`src/sv/pnf_pkg.sv`:
```
// ---------------------------------------------------------------------------
// pnf_pkg
// Shared widths, character codes, FNV-1a 64 constants and the fold function
// for the path normalizer and hasher.
// ---------------------------------------------------------------------------
package pnf_pkg;

    localparam int BYTE_W = 8;
    localparam int HASH_W = 64;

    localparam logic [HASH_W-1:0] FNV_OFFSET  = 64'hCBF2_9CE4_8422_2325;
    localparam int                PRIME_SHIFT = 40;
    localparam int                PRIME_LO_W  = 9;
    localparam logic [PRIME_LO_W-1:0] FNV_PRIME_LO = 9'h1B3;

    localparam logic [BYTE_W-1:0] CH_BSLASH = 8'h5C;
    localparam logic [BYTE_W-1:0] CH_SLASH  = 8'h2F;
    localparam logic [BYTE_W-1:0] CH_DOT    = 8'h2E;
    localparam logic [BYTE_W-1:0] CH_UP_A   = 8'h41;
    localparam logic [BYTE_W-1:0] CH_UP_Z   = 8'h5A;
    localparam logic [BYTE_W-1:0] CASE_OFS  = 8'h20;

    typedef struct packed {
        logic take;
        logic tail;
    } pnf_cmd_t;

    typedef struct packed {
        logic need_tail;
        logic last_pend;
        logic out_busy;
    } pnf_status_t;

    // prime = 2^40 + 0x1B3: shift plus a 64x9 product
    function automatic logic [HASH_W-1:0] fnv_fold(
        input logic [HASH_W-1:0] h,
        input logic [BYTE_W-1:0] b
    );
        logic [HASH_W-1:0]            x;
        logic [HASH_W+PRIME_LO_W-1:0] p;
        begin
            x = h ^ {{(HASH_W-BYTE_W){1'b0}}, b};
            p = x * FNV_PRIME_LO;
            fnv_fold = (x << PRIME_SHIFT) + p[HASH_W-1:0];
        end
    endfunction

endpackage

```
`src/sv/pnf_dp.sv`:
```
// ---------------------------------------------------------------------------
// pnf_dp
// Datapath: normalizer flags, byte decode, FNV-1a fold unit, held second
// fold and the identifier output register.
// ---------------------------------------------------------------------------
module pnf_dp
    import pnf_pkg::*;
(
    input  logic              clk,
    input  logic              rst_n,
    input  pnf_cmd_t          cmd,
    output pnf_status_t       status,
    input  logic [BYTE_W-1:0] path_byte,
    input  logic              has_byte,
    input  logic              last_item,
    output logic              out_valid,
    input  logic              out_ready,
    output logic [HASH_W-1:0] path_id
);

    logic [HASH_W-1:0] hash_reg;
    logic [HASH_W-1:0] hash_next;
    logic              prev_sep_reg;
    logic              raw_ne_reg;
    logic              in_prefix_reg;
    logic              pend_dot_reg;
    logic              pend_sep_reg;
    logic              prev_sep_next;
    logic              raw_ne_next;
    logic              in_prefix_next;
    logic              pend_dot_next;
    logic              pend_sep_next;

    logic [BYTE_W-1:0] b1_reg;
    logic              e1_reg;
    logic              last_reg;
    logic              out_valid_reg;
    logic [HASH_W-1:0] out_reg;

    logic [BYTE_W-1:0] lc;
    logic              is_sep;
    logic [BYTE_W-1:0] b0;
    logic              e0;
    logic [BYTE_W-1:0] b1;
    logic              e1;
    logic [BYTE_W-1:0] fold_byte;
    logic [HASH_W-1:0] fold_res;
    logic [HASH_W-1:0] tail_hash;

    assign is_sep = (path_byte == CH_BSLASH) || (path_byte == CH_SLASH);
    assign lc     = ((path_byte >= CH_UP_A) && (path_byte <= CH_UP_Z)) ?
                    path_byte + CASE_OFS : path_byte;

    always_comb
    begin
        prev_sep_next  = prev_sep_reg;
        raw_ne_next    = raw_ne_reg;
        in_prefix_next = in_prefix_reg;
        pend_dot_next  = pend_dot_reg;
        pend_sep_next  = pend_sep_reg;
        b0 = lc;
        e0 = 1'b0;
        b1 = lc;
        e1 = 1'b0;
        if (has_byte)
        begin
            if (is_sep)
            begin
                if (!prev_sep_reg && raw_ne_reg)
                begin
                    if (in_prefix_reg)
                    begin
                        pend_dot_next = 1'b0;
                    end
                    else
                    begin
                        pend_sep_next = 1'b1;
                    end
                end
                prev_sep_next = 1'b1;
            end
            else
            begin
                prev_sep_next = 1'b0;
                raw_ne_next   = 1'b1;
                if (in_prefix_reg)
                begin
                    if (pend_dot_reg)
                    begin
                        b0 = CH_DOT;
                        e0 = 1'b1;
                        e1 = 1'b1;
                        pend_dot_next  = 1'b0;
                        in_prefix_next = 1'b0;
                    end
                    else if (lc == CH_DOT)
                    begin
                        pend_dot_next = 1'b1;
                    end
                    else
                    begin
                        e0 = 1'b1;
                        in_prefix_next = 1'b0;
                    end
                end
                else
                begin
                    if (pend_sep_reg)
                    begin
                        b0 = CH_SLASH;
                        e0 = 1'b1;
                        e1 = 1'b1;
                        pend_sep_next = 1'b0;
                    end
                    else
                    begin
                        e0 = 1'b1;
                    end
                end
            end
        end
        // flush a held dot at end of path
        if (last_item && pend_dot_next)
        begin
            b1 = CH_DOT;
            e1 = 1'b1;
        end
    end

    assign fold_byte = cmd.tail ? b1_reg : b0;
    assign fold_res  = fnv_fold(hash_reg, fold_byte);
    assign tail_hash = e1_reg ? fold_res : hash_reg;

    always_comb
    begin
        hash_next = hash_reg;
        if (cmd.take && e0)
        begin
            hash_next = fold_res;
        end
        else if (cmd.tail)
        begin
            hash_next = last_reg ? FNV_OFFSET : tail_hash;
        end
    end

    always_ff @(posedge clk or negedge rst_n)
    begin
        if (!rst_n)
        begin
            hash_reg      <= FNV_OFFSET;
            prev_sep_reg  <= 1'b0;
            raw_ne_reg    <= 1'b0;
            in_prefix_reg <= 1'b1;
            pend_dot_reg  <= 1'b0;
            pend_sep_reg  <= 1'b0;
            e1_reg        <= 1'b0;
            last_reg      <= 1'b0;
            out_valid_reg <= 1'b0;
        end
        else
        begin
            hash_reg <= hash_next;
            if (cmd.take)
            begin
                prev_sep_reg  <= prev_sep_next;
                raw_ne_reg    <= raw_ne_next;
                in_prefix_reg <= in_prefix_next;
                pend_dot_reg  <= pend_dot_next;
                pend_sep_reg  <= pend_sep_next;
                e1_reg        <= e1;
                last_reg      <= last_item;
            end
            else if (cmd.tail && last_reg)
            begin
                prev_sep_reg  <= 1'b0;
                raw_ne_reg    <= 1'b0;
                in_prefix_reg <= 1'b1;
                pend_dot_reg  <= 1'b0;
                pend_sep_reg  <= 1'b0;
            end
            if (cmd.tail && last_reg)
            begin
                out_valid_reg <= 1'b1;
            end
            else if (out_ready)
            begin
                out_valid_reg <= 1'b0;
            end
        end
    end

    always_ff @(posedge clk)
    begin
        if (cmd.take)
        begin
            b1_reg <= b1;
        end
        if (cmd.tail && last_reg)
        begin
            out_reg <= (tail_hash == '0) ? {{(HASH_W-1){1'b0}}, 1'b1} : tail_hash;
        end
    end

    assign status.need_tail = e1 || last_item;
    assign status.last_pend = last_reg;
    assign status.out_busy  = out_valid_reg && !out_ready;

    assign out_valid = out_valid_reg;
    assign path_id   = out_reg;

endmodule

```
`config.mk`:
```
export PLATFORM = sky130hd
export DESIGN_NAME = pnf_dp
export DESIGN_NICKNAME = d
export VERILOG_FILES = /design/src/sv/pnf_pkg.sv /design/src/sv/pnf_dp.sv
export SDC_FILE = /design/constraint.sdc
export NUM_CORES = 1
export LEC_CHECK = 0
export ABC_AREA = 0
export ABC_CLOCK_PERIOD_IN_PS = 12400
export BUFFER_PORTS_ARGS = -buffer_cell sky130_fd_sc_hd__buf_2
export CORE_ASPECT_RATIO = 1.5
export CORE_UTILIZATION = 45
export CTS_CLUSTER_DIAMETER = 40
export DETAILED_ROUTE_END_ITERATION = 16
export PLACE_DENSITY = 0.71
export SLEW_MARGIN = 0
export SYNTH_ARGS = -nofsm -noshare
export SYNTH_HDL_FRONTEND = slang
export SYNTH_SLANG_ARGS = --single-unit
```
`constraint.sdc`:
```
create_clock -name clk -period 12.4 [get_ports clk]
set_input_delay 0.62 -clock clk [delete_from_list [all_inputs] [get_ports clk]]
set_output_delay 0.62 -clock clk [all_outputs]
set_load 0.005 [all_outputs]
```
==> impl_results.md <==
* Synth cell types at between 80 and 90
* Post-DP Area at 19,800 µm²
* # rows at 91
* Synth Warn # at 0
* GRT Overall Usage at 30.6%
* Final worst-path cycle share at 78.2%
* Clock Latency Late Sink at 470 ps
* Drt total wl at 62,900 µm
* Final min period at 9690 ps
* Count leader, synth: inv_1
* CP Launch Type: primary input
* Met2 WL post-DR at 31,500 µm
* Setup bufs post-CTS at 0
* Top post-synthesis cells by area: fa_1 (25%), ha_1 (12%), edfxtp_1 (11%)
* Drt drc at 0
* Synthesized Nets at about 2,400
* Inserted Clock Buffers at 17
* Final hold vios at 0
* Setup TNS at 0 ps
* Max_cap viols at 0
* Fraction of layout cells with a size suffix above 1 at 10.9%
* Crit path from: path_byte[1]
* WHS Path Cells at 3
* Reg2Reg Setup Slack at 3090 ps
* Fin nets at 2,445
* Cts repair resizes at 0
* IO buf count at 82
* WS Path Type: in -> reg
* CTS tree: built
* H-tree levels at 4
* Post-synthesis cell count at ~2,000
* Wire length on met3 at 3330 µm
* First-pass GRT wire length at 96,500 µm
* FF-to-FF Start: in_prefix_reg$_DFFE_PN1P_
* Post-DRT Antenna Nets at 0
* Reg2reg path depth at 26
* Worst slew pin tran at 1270 ps
* RSZ-0062 raised after global routing: false
* DR WL/cell at roughly 24 µm
* Fillers at 3,842
* Sequential share of the synthesized area at 21.1%
* TritonRoute pass-1 iters at 6
* Worst path arrival time at about 10,000 ps
* Worst setup EP type: flop
* Top cell type's share of synthesized area at 24.9%
* Antenna violations before repair at 2
* Final instance area at 20,400 µm²
* Area delta synth->final at 7.51%
* DRT iter0 DRCs at 1,233
* Final setup fails at 0
* Hold Crit Class: in -> reg
* # IOs at 83
* CP max stage delay at 1010 ps
* Top cells by count, synth: inv_1 (347), fa_1 (236), ha_1 (182)
* # clock sinks at 144
* Die area at 43,100 µm²
* Worst-path clk slew at 80 ps
* Slew HR at 15.0%
* Reg-to-reg endpoint: path_id[0]$_SDFFCE_PN1P_
* CTS Root Cell: clkbuf_16
* CTS Hold Bufs at 1
* Synth Register Bits at 144
* Starting Density at 46.0%
* ANT cells at 0
* Total grt overflow at 0
* Synth area leader: fa_1
* Min-delay src: has_byte
* Pin count of the biggest net entering global routing at 67
* CP required at 12,710 ps
* Die H at 254 µm
* Max Fclk at 103 MHz
* Die X at about 170 µm
* Slowest CP cell: xor2_1
* Vias in the first global route at between 15,000 and 20,000
* Synth Cell Area at ~19,000 µm²
* Post-synth EDFFs at 72
* Dpl hpwl at 50,700 µm
* Core area at 41,300 µm²
* CP Max Fanout at 9
* Status: complete, no violations
* Synth async-reset ratio at roughly half
* Synth Area per Inst at 9.59 µm²
* Vias at 15,500
* Top layer in use: met4
* Slew Limit Fails at 0
* Top FF cell, synth: edfxtp_1
* Met1 Wirelength at 23,200 µm
* Max Root-Sink Buffers at 2
* Worst setup path endpoint: path_id[0]$_SDFFCE_PN1P_
* Clock skew at around 11 ps
* Final GP Congestion at approximately 1.0
* Via/cell ratio at 6.02
==> stage by stage <==
stage / cells / hold WS [ps] / utilization [%] / setup WS, ps
final: 2583 / 466 / 49.4 / 2710
after global routing: 2583 / 492 / 49.4 / 2300
after CTS: 2583 / 452 / 49.4 / 2870
after detailed placement: 2550 / 435 / 47.9 / 2400
after global placement: 2550 / 434 / 47.9 / 2520
after floorplan: 1982 / 324 / - / 4500
==> how the worst min path moves through the flow <==
| stage | slack, ps | end |
|---|---|---|
| after floorplan | 320 | e1_reg$_DFFE_PN0P_ |
| after global placement | 430 | out_valid$_DFFE_PN0P_ |
| after detailed placement | 430 | pend_sep_reg$_DFFE_PN0P_ |
| after CTS | 450 | last_reg$_DFFE_PN0P_ |
| after global routing | 490 | last_reg$_DFFE_PN0P_ |
| final | 470 | prev_sep_reg$_DFFE_PN0P_ |
==> cell families (layout without fill, tap and decap cells) <==
| family | after synthesis | after routing | synth area share, % |
|---|---|---|---|
| AO/OA/AOI/OAI | 482 | 482 | 16.7 |
| XOR/XNOR | 84 | 84 | 3.91 |
| adder cells (fa/ha/maj) | 418 | 418 | 36.9 |
| buffers and inverters | 429 | 472 | 8.94 |
| flip-flops | 144 | 144 | 21.1 |
| multiplexers | 49 | 49 | 2.87 |
| AND/OR/NAND/NOR | 376 | 376 | 9.65 |
==> cell type report <==
cell class	instances	area (µm²)	area share (%)
multi-input combinational	1409	13300	65.2
timing repair buffer	92	490	2.40
clock buffer	17	425	2.08
inverter	348	1310	6.39
sequential	144	4000	19.6
clock inverter	15	184	0.900
tap	558	698	3.42
==> cell usage in the layout, fill, tap and decap left out, types with 10 or more instances in the layout <==
cell / instances
mux2_2: 44
nor2b_1: 11
o21ai_1: 16
ha_1: 182
a21o_1: 29
dfstp_2: 29
or3_1: 13
o21ai_0: 88
fa_1: 236
nand2_1: 97
o21bai_1: 10
a221oi_1: 12
buf_2: 81
nand3_1: 18
nor2_1: 105
inv_1: 346
xor2_1: 32
and2_1: 12
clkbuf_16: 17
edfxtp_1: 72
nor3_1: 27
buf_4: 10
o21a_1: 11
a21oi_1: 113
a22oi_1: 53
dfrtp_1: 42
o22ai_1: 42
nand4_1: 30
xnor2_1: 51
nand2b_1: 14
==> metal layers <==
metal	track usage (%)	up-vias
met5	0	-
met4	21.3	0
met3	3.41	193
met2	53.4	636
met1	34.8	7835
li1	-	6882
==> worst max-delay path, delay by kind of cell <==
family | cells | cell delay [ps]
adders and majority gates | 6 | 2490
buffers and inverters | 4 | 460
AOI/OAI and AO/OA | 9 | 2310
muxes | 1 | 300
xor gates and xnor gates | 1 | 1010
and+or+nand+nor | 9 | 2790
Power is left out: the tool's default activity adds up to more than one toggle a clock period on the data nets, which glitch-free logic cannot reach.
